<file path="src/rtl/core/pgmsd_pkg.sv">
// pgmsd_pkg: shared types and codes for the pgm stream decoder
// holds the header phase and magic enums, result codes and the queue record types
// no dependencies
package pgmsd_pkg;

    // header parsing phase
    typedef enum logic [2:0] {
        PH_MAGIC,
        PH_WIDTH,
        PH_HEIGHT,
        PH_MAXVAL,
        PH_PIXELS,
        PH_DRAIN
    } phase_t;

    // progress of the magic token match
    typedef enum logic [2:0] {
        MM_EMPTY,
        MM_P,
        MM_P5,
        MM_P2,
        MM_NONE
    } magic_t;

    // result kinds
    localparam logic [1:0] KIND_PIXEL = 2'd0;
    localparam logic [1:0] KIND_DONE  = 2'd1;
    localparam logic [1:0] KIND_ERROR = 2'd2;

    // status codes
    localparam logic [2:0] ST_OK        = 3'd0;
    localparam logic [2:0] ST_BAD_MAGIC = 3'd1;
    localparam logic [2:0] ST_BAD_SIZE  = 3'd2;
    localparam logic [2:0] ST_SHORT_BIN = 3'd3;
    localparam logic [2:0] ST_PADDED    = 3'd4;

    // one result item
    typedef struct packed {
        logic [1:0]  kind;
        logic [7:0]  pixel_value;
        logic [11:0] column;
        logic [11:0] row;
        logic [12:0] image_width;
        logic [12:0] image_height;
        logic [2:0]  status;
        logic        last;
    } result_t;

    // queue entry: the results of one input byte, one or two of them
    typedef struct packed {
        logic    two;
        result_t r_first;
        result_t r_second;
    } pair_t;

    // queue fill status
    typedef struct packed {
        logic full;
        logic empty;
    } q_stat_t;

endpackage

</file>
<file path="src/rtl/core/pgmsd_front.sv">
// pgmsd_front: byte parser, one input byte per cycle while accept is high
// tokenizes the header, tracks pixel position and builds the results of each byte
// depends on pgmsd_pkg
module pgmsd_front #(
    parameter int MAX_DIM = 4096
) (
    input  logic              aclk,
    input  logic              aresetn,
    input  logic [7:0]        data_byte,
    input  logic              end_of_file,
    input  logic              accept,
    output logic              push,
    output pgmsd_pkg::pair_t  push_data
);
    import pgmsd_pkg::*;

    localparam int DIM_W = $clog2(MAX_DIM + 1);

    localparam logic [7:0] CH_SP   = 8'h20;
    localparam logic [7:0] CH_TAB  = 8'h09;
    localparam logic [7:0] CH_LF   = 8'h0A;
    localparam logic [7:0] CH_CR   = 8'h0D;
    localparam logic [7:0] CH_HASH = 8'h23;
    localparam logic [7:0] CH_P    = 8'h50;
    localparam logic [7:0] CH_5    = 8'h35;
    localparam logic [7:0] CH_2    = 8'h32;
    localparam logic [7:0] CH_0    = 8'h30;
    localparam logic [7:0] CH_9    = 8'h39;

    phase_t             phase_reg, phase_next;
    logic               comment_reg, comment_next;
    logic               tok_reg, tok_next;
    logic               num_reg, num_next;
    logic [30:0]        val_reg, val_next;
    magic_t             mm_reg, mm_next;
    logic               binary_reg, binary_next;
    logic [DIM_W-1:0]   width_reg, width_next;
    logic [DIM_W-1:0]   height_reg, height_next;
    logic [DIM_W-1:0]   col_reg, col_next;
    logic [DIM_W-1:0]   row_reg, row_next;

    // decode signals
    logic               ws, is_digit, text_path, add_byte, end_ws, do_end;
    logic [34:0]        prod;
    logic               a_num, u_num;
    logic [30:0]        u_val, v;
    magic_t             a_mm, u_mm;
    logic               magic_ok, size_ok, dim_ok;
    logic               pix_go, wrap, img_done;
    logic [7:0]         pix_val;
    logic [DIM_W-1:0]   col_inc, row_inc;
    phase_t             phase_mid;
    logic               tail_go;
    logic [1:0]         tail_kind;
    logic [2:0]         tail_status;
    logic [DIM_W-1:0]   width_upd, height_upd;
    result_t            pix_rec, tail_rec;

    // byte classification, token update and event decode
    always_comb begin
        ws        = data_byte inside {CH_SP, CH_TAB, CH_LF, CH_CR};
        is_digit  = data_byte inside {[CH_0:CH_9]};
        text_path = (phase_reg != PH_DRAIN) && !((phase_reg == PH_PIXELS) && binary_reg);
        add_byte  = text_path && !comment_reg && !ws && (tok_reg || (data_byte != CH_HASH));
        end_ws    = text_path && !comment_reg && tok_reg && ws;
        do_end    = end_ws || (add_byte && end_of_file);

        // value times ten plus digit, overflow past 31 bits kills the token
        prod  = {1'b0, val_reg, 3'b000} + {3'b000, val_reg, 1'b0} + {31'd0, data_byte[3:0]};
        a_num = num_reg && is_digit && (prod[34:31] == 4'd0);

        case (mm_reg)
            MM_EMPTY: a_mm = (data_byte == CH_P) ? MM_P : MM_NONE;
            MM_P: begin
                if (data_byte == CH_5) begin
                    a_mm = MM_P5;
                end else if (data_byte == CH_2) begin
                    a_mm = MM_P2;
                end else begin
                    a_mm = MM_NONE;
                end
            end
            default: a_mm = MM_NONE;
        endcase

        // token that ends: as held, or with this byte when the file ends on it
        u_num = end_ws ? num_reg : a_num;
        u_val = end_ws ? val_reg : prod[30:0];
        u_mm  = end_ws ? mm_reg : a_mm;
        v     = u_num ? u_val : 31'd0;

        magic_ok = (u_mm == MM_P5) || (u_mm == MM_P2);
        dim_ok   = (v != 31'd0) && ({1'b0, v} <= 32'(MAX_DIM));
        size_ok  = (width_reg != '0) && (height_reg != '0) && (v != 31'd0);

        // pixel position step
        pix_go   = (phase_reg == PH_PIXELS) && (binary_reg || do_end);
        pix_val  = binary_reg ? data_byte : v[7:0];
        col_inc  = col_reg + DIM_W'(1);
        wrap     = col_inc >= width_reg;
        row_inc  = row_reg + DIM_W'(wrap);
        img_done = row_inc >= height_reg;

        // phase once the ending token is handled
        phase_mid = phase_reg;
        if (do_end) begin
            case (phase_reg)
                PH_MAGIC:  phase_mid = magic_ok ? PH_WIDTH : PH_MAGIC;
                PH_WIDTH:  phase_mid = PH_HEIGHT;
                PH_HEIGHT: phase_mid = PH_MAXVAL;
                PH_MAXVAL: phase_mid = size_ok ? PH_PIXELS : PH_MAXVAL;
                default:   phase_mid = phase_reg;
            endcase
        end

        // closing result: finish, error or padded finish
        tail_go     = 1'b0;
        tail_kind   = KIND_DONE;
        tail_status = ST_OK;
        if (pix_go && img_done) begin
            tail_go = 1'b1;
        end else if (do_end && (phase_reg == PH_MAGIC) && !magic_ok) begin
            tail_go     = 1'b1;
            tail_kind   = KIND_ERROR;
            tail_status = ST_BAD_MAGIC;
        end else if (do_end && (phase_reg == PH_MAXVAL) && !size_ok) begin
            tail_go     = 1'b1;
            tail_kind   = KIND_ERROR;
            tail_status = ST_BAD_SIZE;
        end else if (end_of_file && (phase_reg != PH_DRAIN)) begin
            case (phase_mid)
                PH_MAGIC: begin
                    tail_go     = 1'b1;
                    tail_kind   = KIND_ERROR;
                    tail_status = ST_BAD_MAGIC;
                end
                PH_WIDTH, PH_HEIGHT, PH_MAXVAL: begin
                    tail_go     = 1'b1;
                    tail_kind   = KIND_ERROR;
                    tail_status = ST_BAD_SIZE;
                end
                PH_PIXELS: begin
                    tail_go     = 1'b1;
                    tail_kind   = binary_reg ? KIND_ERROR : KIND_DONE;
                    tail_status = binary_reg ? ST_SHORT_BIN : ST_PADDED;
                end
                default: tail_go = 1'b0;
            endcase
        end

        // size registers as seen by this byte's results
        width_upd  = width_reg;
        height_upd = height_reg;
        if (do_end && (phase_reg == PH_WIDTH)) begin
            width_upd = dim_ok ? DIM_W'(v) : '0;
        end
        if (do_end && (phase_reg == PH_HEIGHT)) begin
            height_upd = dim_ok ? DIM_W'(v) : '0;
        end
    end

    // next phase
    always_comb begin
        phase_next = phase_reg;
        if (accept) begin
            if (end_of_file) begin
                phase_next = PH_MAGIC;
            end else if (tail_go) begin
                phase_next = PH_DRAIN;
            end else begin
                phase_next = phase_mid;
            end
        end
    end

    // results and datapath register updates
    always_comb begin
        pix_rec              = '0;
        pix_rec.kind         = KIND_PIXEL;
        pix_rec.pixel_value  = pix_val;
        pix_rec.column       = 12'(col_reg);
        pix_rec.row          = 12'(row_reg);
        pix_rec.image_width  = 13'(width_upd);
        pix_rec.image_height = 13'(height_upd);
        pix_rec.status       = ST_OK;

        tail_rec              = '0;
        tail_rec.kind         = tail_kind;
        tail_rec.image_width  = 13'(width_upd);
        tail_rec.image_height = 13'(height_upd);
        tail_rec.status       = tail_status;
        tail_rec.last         = 1'b1;

        push               = accept && (pix_go || tail_go);
        push_data.two      = pix_go && tail_go;
        push_data.r_first  = pix_go ? pix_rec : tail_rec;
        push_data.r_second = tail_rec;

        comment_next = comment_reg;
        tok_next     = tok_reg;
        num_next     = num_reg;
        val_next     = val_reg;
        mm_next      = mm_reg;
        binary_next  = binary_reg;
        width_next   = width_reg;
        height_next  = height_reg;
        col_next     = col_reg;
        row_next     = row_reg;

        if (accept) begin
            // comment tracking
            if (text_path) begin
                if (comment_reg) begin
                    comment_next = data_byte != CH_LF;
                end else if (!tok_reg && (data_byte == CH_HASH)) begin
                    comment_next = 1'b1;
                end
            end
            // token accumulate or clear
            if (do_end) begin
                tok_next = 1'b0;
                num_next = 1'b1;
                val_next = '0;
                mm_next  = MM_EMPTY;
            end else if (add_byte) begin
                tok_next = 1'b1;
                num_next = a_num;
                val_next = prod[30:0];
                mm_next  = a_mm;
            end
            if (do_end && (phase_reg == PH_MAGIC) && magic_ok) begin
                binary_next = u_mm == MM_P5;
            end
            width_next  = width_upd;
            height_next = height_upd;
            if (pix_go) begin
                col_next = wrap ? '0 : col_inc;
                row_next = row_inc;
            end
            // end of file returns everything to the start of a new file
            if (end_of_file) begin
                comment_next = 1'b0;
                tok_next     = 1'b0;
                num_next     = 1'b1;
                val_next     = '0;
                mm_next      = MM_EMPTY;
                binary_next  = 1'b0;
                width_next   = '0;
                height_next  = '0;
                col_next     = '0;
                row_next     = '0;
            end
        end
    end

    // state registers
    always_ff @(posedge aclk) begin
        if (!aresetn) begin
            phase_reg   <= PH_MAGIC;
            comment_reg <= 1'b0;
            tok_reg     <= 1'b0;
            num_reg     <= 1'b1;
            val_reg     <= '0;
            mm_reg      <= MM_EMPTY;
            binary_reg  <= 1'b0;
            width_reg   <= '0;
            height_reg  <= '0;
            col_reg     <= '0;
            row_reg     <= '0;
        end else begin
            phase_reg   <= phase_next;
            comment_reg <= comment_next;
            tok_reg     <= tok_next;
            num_reg     <= num_next;
            val_reg     <= val_next;
            mm_reg      <= mm_next;
            binary_reg  <= binary_next;
            width_reg   <= width_next;
            height_reg  <= height_next;
            col_reg     <= col_next;
            row_reg     <= row_next;
        end
    end

endmodule

</file>
<file path="src/rtl/core/pgmsd_queue.sv">
// pgmsd_queue: small queue of per-byte result entries between parser and output side
// circular register array with read and write pointers and a fill count
// depends on pgmsd_pkg
module pgmsd_queue #(
    parameter int DEPTH = 4
) (
    input  logic                aclk,
    input  logic                aresetn,
    input  logic                push,
    input  pgmsd_pkg::pair_t    push_data,
    input  logic                pop,
    output pgmsd_pkg::pair_t    head,
    output pgmsd_pkg::q_stat_t  stat
);
    import pgmsd_pkg::*;

    localparam int PW = (DEPTH > 1) ? $clog2(DEPTH) : 1;
    localparam int CW = $clog2(DEPTH + 1);

    pair_t            entry_reg [DEPTH];
    logic [PW-1:0]    wptr_reg, wptr_next;
    logic [PW-1:0]    rptr_reg, rptr_next;
    logic [CW-1:0]    count_reg, count_next;

    // status and head entry
    assign stat.full  = count_reg == CW'(DEPTH);
    assign stat.empty = count_reg == '0;
    assign head       = entry_reg[rptr_reg];

    // pointer and count update
    always_comb begin
        wptr_next  = wptr_reg;
        rptr_next  = rptr_reg;
        count_next = count_reg;
        if (push) begin
            wptr_next = (wptr_reg == PW'(DEPTH - 1)) ? '0 : wptr_reg + PW'(1);
        end
        if (pop) begin
            rptr_next = (rptr_reg == PW'(DEPTH - 1)) ? '0 : rptr_reg + PW'(1);
        end
        if (push && !pop) begin
            count_next = count_reg + CW'(1);
        end else if (pop && !push) begin
            count_next = count_reg - CW'(1);
        end
    end

    // control registers
    always_ff @(posedge aclk) begin
        if (!aresetn) begin
            wptr_reg  <= '0;
            rptr_reg  <= '0;
            count_reg <= '0;
        end else begin
            wptr_reg  <= wptr_next;
            rptr_reg  <= rptr_next;
            count_reg <= count_next;
        end
    end

    // entry storage
    always_ff @(posedge aclk) begin
        if (push) begin
            entry_reg[wptr_reg] <= push_data;
        end
    end

endmodule

</file>
<file path="src/rtl/core/pgmsd_back.sv">
// pgmsd_back: output side, splits queue entries into single results
// drives the registered result channel, one transfer per cycle while out_ready is high
// depends on pgmsd_pkg
module pgmsd_back (
    input  logic                aclk,
    input  logic                aresetn,
    input  pgmsd_pkg::pair_t    head,
    input  pgmsd_pkg::q_stat_t  stat,
    output logic                pop,
    input  logic                out_ready,
    output logic                out_valid,
    output pgmsd_pkg::result_t  out_data
);
    import pgmsd_pkg::*;

    logic     valid_reg, valid_next;
    logic     sel_reg, sel_next;
    result_t  data_reg, data_next;
    logic     load, take;

    // load the output register when it is empty or being taken
    always_comb begin
        load       = !valid_reg || out_ready;
        take       = load && !stat.empty;
        pop        = take && (sel_reg || !head.two);
        valid_next = valid_reg;
        sel_next   = sel_reg;
        data_next  = data_reg;
        if (load) begin
            valid_next = take;
        end
        if (take) begin
            data_next = sel_reg ? head.r_second : head.r_first;
            sel_next  = head.two && !sel_reg;
        end
    end

    // control registers
    always_ff @(posedge aclk) begin
        if (!aresetn) begin
            valid_reg <= 1'b0;
            sel_reg   <= 1'b0;
        end else begin
            valid_reg <= valid_next;
            sel_reg   <= sel_next;
        end
    end

    // result payload
    always_ff @(posedge aclk) begin
        data_reg <= data_next;
    end

    assign out_valid = valid_reg;
    assign out_data  = data_reg;

endmodule

</file>
<file path="src/rtl/core/pgm_stream_decoder_unit.sv">
// pgm_stream_decoder_unit: top level of the streaming PGM (P2/P5) decoder
// channel   dir  ports                                             transfer
// s_        in   s_data_byte, s_end_of_file                        s_valid & s_ready
// m_        out  m_kind, m_pixel_value, m_column, m_row,           m_valid & m_ready
//                m_image_width, m_image_height, m_status, m_last
// one byte is taken per cycle while s_ready is high; a result passes through the queue
// and then the output register before it leaves
// the output side moves one result per cycle while m_ready is high; a byte that ends
// the image with a pixel gives two results in two transfers, the queue absorbs this
// s_ready drops only when the result queue (QUEUE_DEPTH entries) is full
// synchronous active-low reset, no clearing pass; a new file may start right after reset
// depends on pgmsd_pkg, pgmsd_front, pgmsd_queue, pgmsd_back
module pgm_stream_decoder_unit #(
    parameter int MAX_DIM     = 4096,
    parameter int QUEUE_DEPTH = 4
) (
    input  logic         aclk,
    input  logic         aresetn,
    input  logic         s_valid,
    output logic         s_ready,
    input  logic [7:0]   s_data_byte,
    input  logic         s_end_of_file,
    output logic         m_valid,
    input  logic         m_ready,
    output logic [1:0]   m_kind,
    output logic [7:0]   m_pixel_value,
    output logic [11:0]  m_column,
    output logic [11:0]  m_row,
    output logic [12:0]  m_image_width,
    output logic [12:0]  m_image_height,
    output logic [2:0]   m_status,
    output logic         m_last
);
    import pgmsd_pkg::*;

    logic     accept, push, pop;
    pair_t    push_data, head;
    q_stat_t  q_stat;
    result_t  out_data;

    // input transfer when the queue has room
    assign s_ready = !q_stat.full;
    assign accept  = s_valid && s_ready;

    // parser
    pgmsd_front #(
        .MAX_DIM (MAX_DIM)
    ) u_front (
        .aclk        (aclk),
        .aresetn     (aresetn),
        .data_byte   (s_data_byte),
        .end_of_file (s_end_of_file),
        .accept      (accept),
        .push        (push),
        .push_data   (push_data)
    );

    // result queue
    pgmsd_queue #(
        .DEPTH (QUEUE_DEPTH)
    ) u_queue (
        .aclk      (aclk),
        .aresetn   (aresetn),
        .push      (push),
        .push_data (push_data),
        .pop       (pop),
        .head      (head),
        .stat      (q_stat)
    );

    // output side
    pgmsd_back u_back (
        .aclk      (aclk),
        .aresetn   (aresetn),
        .head      (head),
        .stat      (q_stat),
        .pop       (pop),
        .out_ready (m_ready),
        .out_valid (m_valid),
        .out_data  (out_data)
    );

    assign m_kind         = out_data.kind;
    assign m_pixel_value  = out_data.pixel_value;
    assign m_column       = out_data.column;
    assign m_row          = out_data.row;
    assign m_image_width  = out_data.image_width;
    assign m_image_height = out_data.image_height;
    assign m_status       = out_data.status;
    assign m_last         = out_data.last;

    // the parser writes the queue only on an input transfer
    a_push_on_accept: assert property (@(posedge aclk) disable iff (!aresetn)
        push |-> (s_valid && s_ready))
        else $error("queue written without an input transfer");

    // the output side never pops an empty queue
    a_pop_nonempty: assert property (@(posedge aclk) disable iff (!aresetn)
        pop |-> !q_stat.empty)
        else $error("pop from empty queue");

    // pixels never close a file, every other result does
    a_last_kind: assert property (@(posedge aclk) disable iff (!aresetn)
        m_valid |-> (m_last == (m_kind != KIND_PIXEL)))
        else $error("last flag does not match result kind");

    // a pixel result carries ok status
    a_pixel_status: assert property (@(posedge aclk) disable iff (!aresetn)
        (m_valid && (m_kind == KIND_PIXEL)) |-> (m_status == ST_OK))
        else $error("pixel result with nonzero status");

endmodule
</file>
<file path="config.mk">
export PLATFORM = sky130hd
export DESIGN_NAME = pgm_stream_decoder_unit
export DESIGN_NICKNAME = d
export VERILOG_FILES = /design/src/rtl/core/pgmsd_pkg.sv /design/src/rtl/core/pgmsd_front.sv /design/src/rtl/core/pgmsd_queue.sv /design/src/rtl/core/pgmsd_back.sv /design/src/rtl/core/pgm_stream_decoder_unit.sv
export SDC_FILE = /design/constraint.sdc
export NUM_CORES = 1
export LEC_CHECK = 0
export ABC_AREA = 1
export BUFFER_PORTS_ARGS = -buffer_cell sky130_fd_sc_hd__buf_2
export CAP_MARGIN = 20
export CORE_MARGIN = 3
export CORE_UTILIZATION = 30
export CTS_CLUSTER_SIZE = 20
export DETAILED_ROUTE_END_ITERATION = 10
export GPL_TIMING_DRIVEN = 0
export PLACE_DENSITY = 0.42
export SYNTH_ARGS = -nofsm -noshare
export SYNTH_HDL_FRONTEND = slang
export SYNTH_HIERARCHICAL = 1
export SYNTH_SLANG_ARGS = --single-unit
</file>
<file path="constraint.sdc">
create_clock -name aclk -period 9.95 [get_ports aclk]
set_clock_uncertainty 0.15 [all_clocks]
set_input_delay 2.4875 -clock aclk [delete_from_list [all_inputs] [get_ports aclk]]
set_output_delay 2.4875 -clock aclk [all_outputs]
set_load 0.05 [all_outputs]
</file>
======== Word level (Yosys, flattened, before mapping) ========
Memories as Yosys holds them, arrays and structs flattened. A register that Yosys moved wholly into a read port is not among the register bits.
Cells that the tools add are included.
storage, ports and cells
  memories kept ........................... 1
  register bits ........................... 166
  input port bits ......................... 13
  RAM bits ................................ 384
  memory bits (read-only) ................. 0
  output and inout bits ................... 66
  word-level logic and storage cells ...... 207
  bits in latches ......................... 0
operators by class
  shifts and indexed selects .............. 0
  equal/unequal tests ..................... 25
  bitwise operators ....................... 0
  reductions and logical operators ........ 74
  multiply operators ...................... 0
  order comparisons ....................... 5
  div/mod/pow operators ................... 0
  $add $sub $neg .......................... 8
  muxes and demuxes ....................... 70
memory list
  name               words  width  read ports  clocked after memory_dff  write ports  line               RTL
  u_queue.entry_reg  4      96     1           1                         1            pgmsd_queue.sv:20  pair_t entry_reg [DEPTH];
operators with widths
  kind                                                                                 number
  31-bit 2-to-1 mux                                                                    5
  13-bit 2-to-1 mux                                                                    10
  64-bit 2-to-1 mux                                                                    2
  3-bit 2-to-1 mux                                                                     18
  34-bit by 32-bit adder with 35-bit output                                            1
  35-bit by 4-bit adder with 35-bit output                                             1
  1-bit logical AND                                                                    33
  8-bit by 6-bit equality test with 1-bit output (second input constant)               4
  31-bit by 13-bit less-or-equal comparator with 1-bit output (second input constant)  1
  31-bit nonzero test                                                                  1
  13-bit >= comparator                                                                 2
  13-bit nonzero test                                                                  2
  8-bit by 4-bit equality test with 1-bit output (second input constant)               3
  1-bit 2-to-1 mux                                                                     21
  3-bit by 2-bit equality test with 1-bit output (second input constant)               6
  2-bit 2-to-1 mux                                                                     9
  13-bit by 1-bit adder with 13-bit output                                             1
  13-bit by 1-bit adder with 13-bit output (second input constant)                     1
  1-bit zero test                                                                      13
  3-bit zero test                                                                      4
  3-bit one-hot mux with 4 select lines                                                1
  3-bit by 1-bit equality test with 1-bit output (second input constant)               3
  3-bit equality test (second input constant)                                          3
  3-bit one-hot mux with 3 select lines                                                1
  22 further kinds                                                                     36

======== Depth between registers and ports, before layout ========
  depth after elaboration ................. 27
  mapped depth ............................ 43
  gate-level depth less buffers ........... 43

======== Modules after synthesis ========
The synthesis kept the hierarchy.
by module, submodules not included
  module                   times used  area each (sq um)  cells an instance
  pgmsd_queue              1           19565.0            1306
  pgmsd_front              1           9291.4             1531
  pgmsd_back               1           2880.3             285
  pgm_stream_decoder_unit  1           13.8               3

======== Least setup slack after synthesis ========
Ideal clock, no wire load.
  path type ............................... input to register
  start point ............................. in s_data_byte[3]
  end point ............................... mem u_queue/entry_reg[0][0] (netlist name), enable pin
  required time ........................... 9.318 ns
  setup slack ............................. 1.261 ns
  arrival ................................. 8.057 ns
  stages .................................. 29
  buffers on the path ..................... 1
  setup time .............................. 0.482 ns
  path through ............................ inv_1 > fa_1 > fa_1 > inv_1 > nand3_1 > nand3_1 > nand3_1 > nand2_1 > nand2_1 > nand2_1 > nand2_1 > nand2_1 > nor2_1 > nand2_2 > nand2_2 > buf_6 > nand3_1 > nand2_1 > nor2_1 > nand3_2 > nand3_1 > nand2_1 > nand2_2 > nand2_2 > nand3_1 > nand2_1 > inv_1 > nand2_1 > inv_1
on the way
  cells in the longest elaborated chain, start to end .. 22
ends and longest elaborated chain
  element                                                                                            line                           RTL
  start, declared                                                                                    pgm_stream_decoder_unit.sv:21  input logic [7:0] s_data_byte,
  parallel branches: the longest is 18 deep, another holds 35-bit by 4-bit adder with 35-bit output  -
  1-bit logical OR *                                                                                 pgmsd_front.sv:194             push = accept && (pix_go || tail_go);
  1-bit logical AND *                                                                                pgmsd_front.sv:194
  named net push                                                                                     pgm_stream_decoder_unit.sv:36  logic accept, push, pop;
  1-bit 2-to-1 mux *                                                                                 pgmsd_queue.sv:63              if (push) begin
  1-bit 2-to-1 mux (not written as such) *                                                           pgmsd_queue.sv:64              entry_reg[wptr_reg] <= push_data;
  end, declared                                                                                      pgmsd_queue.sv:20
Mark *: on every way through the listed nets, which the timed path passes.

======== Final worst setup path ========
  start point ............................. reg u_front.col_reg[0]
  end point ............................... mem u_queue/entry_reg[3][41] (netlist name), enable pin
on the way
  cells in the longest elaborated chain, start to end .. 10
ends and longest elaborated chain
  element                                   line                           RTL
  start, declared                           pgmsd_front.sv:39              logic [DIM_W-1:0] col_reg, col_next;
  start signal, assigned                    pgmsd_front.sv:280             col_reg <= col_next;
  13-bit by 1-bit adder with 13-bit output  pgmsd_front.sv:99              col_inc = col_reg + DIM_W'(1);
  13-bit >= comparator                      pgmsd_front.sv:100             wrap = col_inc >= width_reg;
  13-bit by 1-bit adder with 13-bit output  pgmsd_front.sv:101             row_inc = row_reg + DIM_W'(wrap);
  13-bit >= comparator                      pgmsd_front.sv:102             img_done = row_inc >= height_reg;
  1-bit logical AND                         pgmsd_front.sv:120             if (pix_go && img_done) begin
  1-bit 2-to-1 mux                          pgmsd_front.sv:120
  1-bit logical OR                          pgmsd_front.sv:194
  1-bit logical AND                         pgmsd_front.sv:194
  named net push                            pgm_stream_decoder_unit.sv:36
  1-bit 2-to-1 mux                          pgmsd_queue.sv:63
  1-bit 2-to-1 mux (not written as such)    pgmsd_queue.sv:64
The timed path passes the listed nets, and every way through them passes these cells.

==> impl_metrics.toml <==
[global_routing]
via_count_of_the_first_global_routing_pass = 22240
groute.usage.overall_pct = 17.08
antenna_found_initial = 7
grt_pass1_wl_um = 142600
grt_overflow_total = 0
grt_max_degree = 98

[power_and_ir_drop]
powerDensity_nw_per_um2 = 262.5
p_clk_share_pct = 28.6
irDropWorstVdd_uv = 204.3
sequential_power_share_pct = 38.0
leakage_uw = 0.01434
sw_frac_of_total_pct = 37.81
internal_power_uw = 5974
net-switching-power_uw = 3632
power.combinational.fraction_pct = 33.4

[clock_network]
tritoncts = "built"
worstSkewPairLatency_ps = 640
postCtsSetupBuffers = 0
cts_clk_pin_slew_worst_paths_ps = 60
clock_tree.htree_level_count = 3
number_of_gates_resized_after_cts = 0
clockRootBuffer = "sky130_fd_sc_hd__clkbuf_16"
cts_buffers = 77
clock-sinks = 684
cts.hold.buffers_added = 0
cts_max_path_buffers = 3

[setup_path]
cp_max_fo = 94
path_class = "reg -> reg"
critPathCaptureType = "register"
critical_path.n_buffers_inverters = 7
max_stage_delay_ps = 530
timing.critical_path.slowest_stage_cell = "sky130_fd_sc_hd__or4_1"
cp-start-kind = "register"
required_ps = 10050
crit_family = "simple AND/OR/NAND/NOR gates"
cp.arrival_ps = 8340

[final_layout]
layout.cells.most_common_list = "sky130_fd_sc_hd__nand2_1 (694), sky130_fd_sc_hd__edfxtp_1 (580), sky130_fd_sc_hd__nor2_1 (392)"
fraction_of_layout_cells_with_a_size_suffix_above_1_pct = 11.61
mostFrequentLayoutCell = "sky130_fd_sc_hd__nand2_1"
largest_register_ff_count = 516
layout-area-overhead-vs-synth_pct = 15.27
design.final.nets = 3435
layout.filler_cells = 10640

[sta]
slew_headroom_pct = 32.63
final_setup_tns_ps = 0
finalHoldViolations = 0
period_minus_slack_ps = 8243
final-setup-viol-count = 0
achievable-frequency_ghz = 0.1213
unrepaired_setup_endpoints_after_global_routing = "false"
hold-worst-slack_ps = 317.2
final_max_slew_viol_count = 0
final.period_utilization_pct = 82.85
worst_pin_slew_ps = 1009

[die]
die_width_um = 331.3
boundaryPins = 79
die_area_um2 = 109800
floorplan.die.height_um = 331.3
coreArea_um2 = 104200
placementRows = 118
floorplan.initialDensity_pct = 30.46

[synthesis]
ys_seq_elements = 684
synth_top_family_by_area = "simple AND/OR/NAND/NOR gates"
synthXorXnorAreaFrac_pct = 0.9655
postSynth.topFlopCell = "sky130_fd_sc_hd__edfxtp_1"
synth.area.mux_share_pct = 0
yosys_warnings = 6
synth_simple_gate_area_share_pct = 15.85
post_synth_cell_types = 50
synthArstFlopShare_pct = 0
synth_area_um2 = 31750
number_of_enable_type_register_cells_in_the_synthesized_netlist = 580
synth_seq_area_share_pct = 61.41
syn-mean-instance-area_um2 = 10.16
number_of_instances_in_the_synthesized_netlist = 3125
synth-compound-area-share_pct = 10.87
post_synth_fa_ha_maj_area_fraction_pct = 3.972

[detailed_routing]
antenna_left = 0
drt-pass1-iter-count = 5
drt-vias-per-instance = 4.706
drtIter0Drc = 1422
routed-via-count = 22430
postRouteWirelength_um = 95220
detail_route.wl_per_cell_um = 19.98
drc_errors = 0

[placement]
placement.io_buffers = 78
detailedPlacementHpwl_um = 64050
final_weighted_congestion_of_routability_driven_global_placement = 0.8226

[hold_path]
min_path_type = "reg -> reg"

[outcome]
status = "completed"

[run]
drv.max_cap_violation_count = 0
-- per-layer routing --
layer	GRT usage, %	vias to the layer above	routed length [um]
met5	0	-	69
met4	4.361	10	1918
met3	2.639	130	3912
met2	28.17	433	45100
met1	23.47	10770	44220
li1	-	11090	-
-- power by group through the flow --
stage	sequential [uW]	combinational [uW]	clock [uW]
4_1_cts	3660	3280	2840
6_report	3650	3200	2750
3_5_place_dp	3720	3280	0
3_3_place_gp	3780	3250	0
5_1_grt	3680	3520	2970
2_1_floorplan	4220	1590	0
-- Yosys cell counts, types with 3 or more instances --
| master | n | area, um2 |
|---|---|---|
| sky130_fd_sc_hd__a31oi_1 | 8 | 50.05 |
| sky130_fd_sc_hd__buf_4 | 83 | 623.1 |
| sky130_fd_sc_hd__nand3b_1 | 7 | 52.55 |
| sky130_fd_sc_hd__ha_1 | 96 | 1201 |
| sky130_fd_sc_hd__or2_2 | 5 | 31.28 |
| sky130_fd_sc_hd__fa_1 | 3 | 60.06 |
| sky130_fd_sc_hd__o21ai_1 | 104 | 520.5 |
| sky130_fd_sc_hd__edfxtp_1 | 580 | 17420 |
| sky130_fd_sc_hd__o22ai_1 | 129 | 807.0 |
| sky130_fd_sc_hd__nor4_1 | 9 | 56.30 |
| sky130_fd_sc_hd__clkbuf_2 | 4 | 20.02 |
| sky130_fd_sc_hd__dfxtp_1 | 104 | 2082 |
| sky130_fd_sc_hd__nor2_1 | 392 | 1471 |
| sky130_fd_sc_hd__nor3_1 | 26 | 130.1 |
| sky130_fd_sc_hd__a21oi_1 | 135 | 675.7 |
| sky130_fd_sc_hd__o21ai_2 | 19 | 166.4 |
| sky130_fd_sc_hd__buf_6 | 30 | 337.8 |
| sky130_fd_sc_hd__clkbuf_1 | 69 | 259.0 |
| sky130_fd_sc_hd__a211oi_1 | 14 | 105.1 |
| sky130_fd_sc_hd__inv_1 | 220 | 825.8 |
| sky130_fd_sc_hd__a21o_1 | 3 | 22.52 |
| sky130_fd_sc_hd__nand3_1 | 72 | 360.4 |
| sky130_fd_sc_hd__nand2_2 | 7 | 43.79 |
| sky130_fd_sc_hd__nand3_2 | 11 | 110.1 |
| sky130_fd_sc_hd__nor2_2 | 6 | 37.54 |
| sky130_fd_sc_hd__inv_2 | 13 | 48.80 |
| sky130_fd_sc_hd__nand2_1 | 694 | 2605 |
| sky130_fd_sc_hd__xor2_1 | 30 | 262.8 |
| sky130_fd_sc_hd__buf_2 | 12 | 60.06 |
| sky130_fd_sc_hd__o21ai_0 | 191 | 955.9 |
| sky130_fd_sc_hd__nand4_1 | 14 | 87.58 |
| sky130_fd_sc_hd__o21bai_1 | 9 | 67.56 |
| sky130_fd_sc_hd__xnor2_1 | 5 | 43.79 |
-- kinds of logic after synthesis --
logic type / Yosys count
adders and majority gates: 99
xor gates and xnor gates: 35
other: 2
AOI/OAI and AO/OA: 620
and+or+nand+nor: 1250
buffers and inverters: 435
DFF: 684
-- through the flow --
step | total power (uW) | worst slack [ps] | cell area (um2) | util (%) | cells
after CTS | 9781 | 1775 | 36590 | 35.10 | 4764
final | 9606 | 1707 | 36600 | 35.11 | 4766
after global placement | 7028 | -2864 | 33980 | 32.60 | 4614
after floorplan | 5808 | 1261 | 31870 | - | 3156
after detailed placement | 6991 | 1420 | 34180 | 32.79 | 4623
after global routing | 10160 | 1197 | 36600 | 35.11 | 4766
-- layout make-up --
class                           count  area (um2)  area share [%]
Clock buffer                       98        2058           5.624
Sequential cell                   684       19500           53.28
Clock inverter                     43       349.1          0.9538
Antenna cell                        1       2.502        0.006837
Tap cell                         1380        1727           4.718
Buffer                            200        1308           3.573
Inverter                          235       917.1           2.506
Timing Repair Buffer               88       563.0           1.538
Multi-Input combinational cell   2037       10180           27.80
-- worst reg2reg max path: cells and delay by family, from the launching register on --
family                     cells  cell delay [ps]
DFF                            1              370
and+or+nand+nor               19             3890
adders and majority gates      4              940
buffers and inverters          7             1560
AOI/OAI and AO/OA              3              420
xor gates and xnor gates       2              360
-- worst paths after layout --
path / from / to / slack, ps / cells past startpoint
setup / recovery: u_front/col_reg[0] / u_queue/entry_reg[3][41] / 1710 / 35
hold / removal: u_front/col_reg[5] / u_front/col_reg[5] / 320 / 2
setup reg to reg: u_front/col_reg[0] / u_queue/entry_reg[3][41] / 1710 / 35
hold reg to reg: u_front/col_reg[5] / u_front/col_reg[5] / 320 / 2
Power figures use the tool's default switching activity.
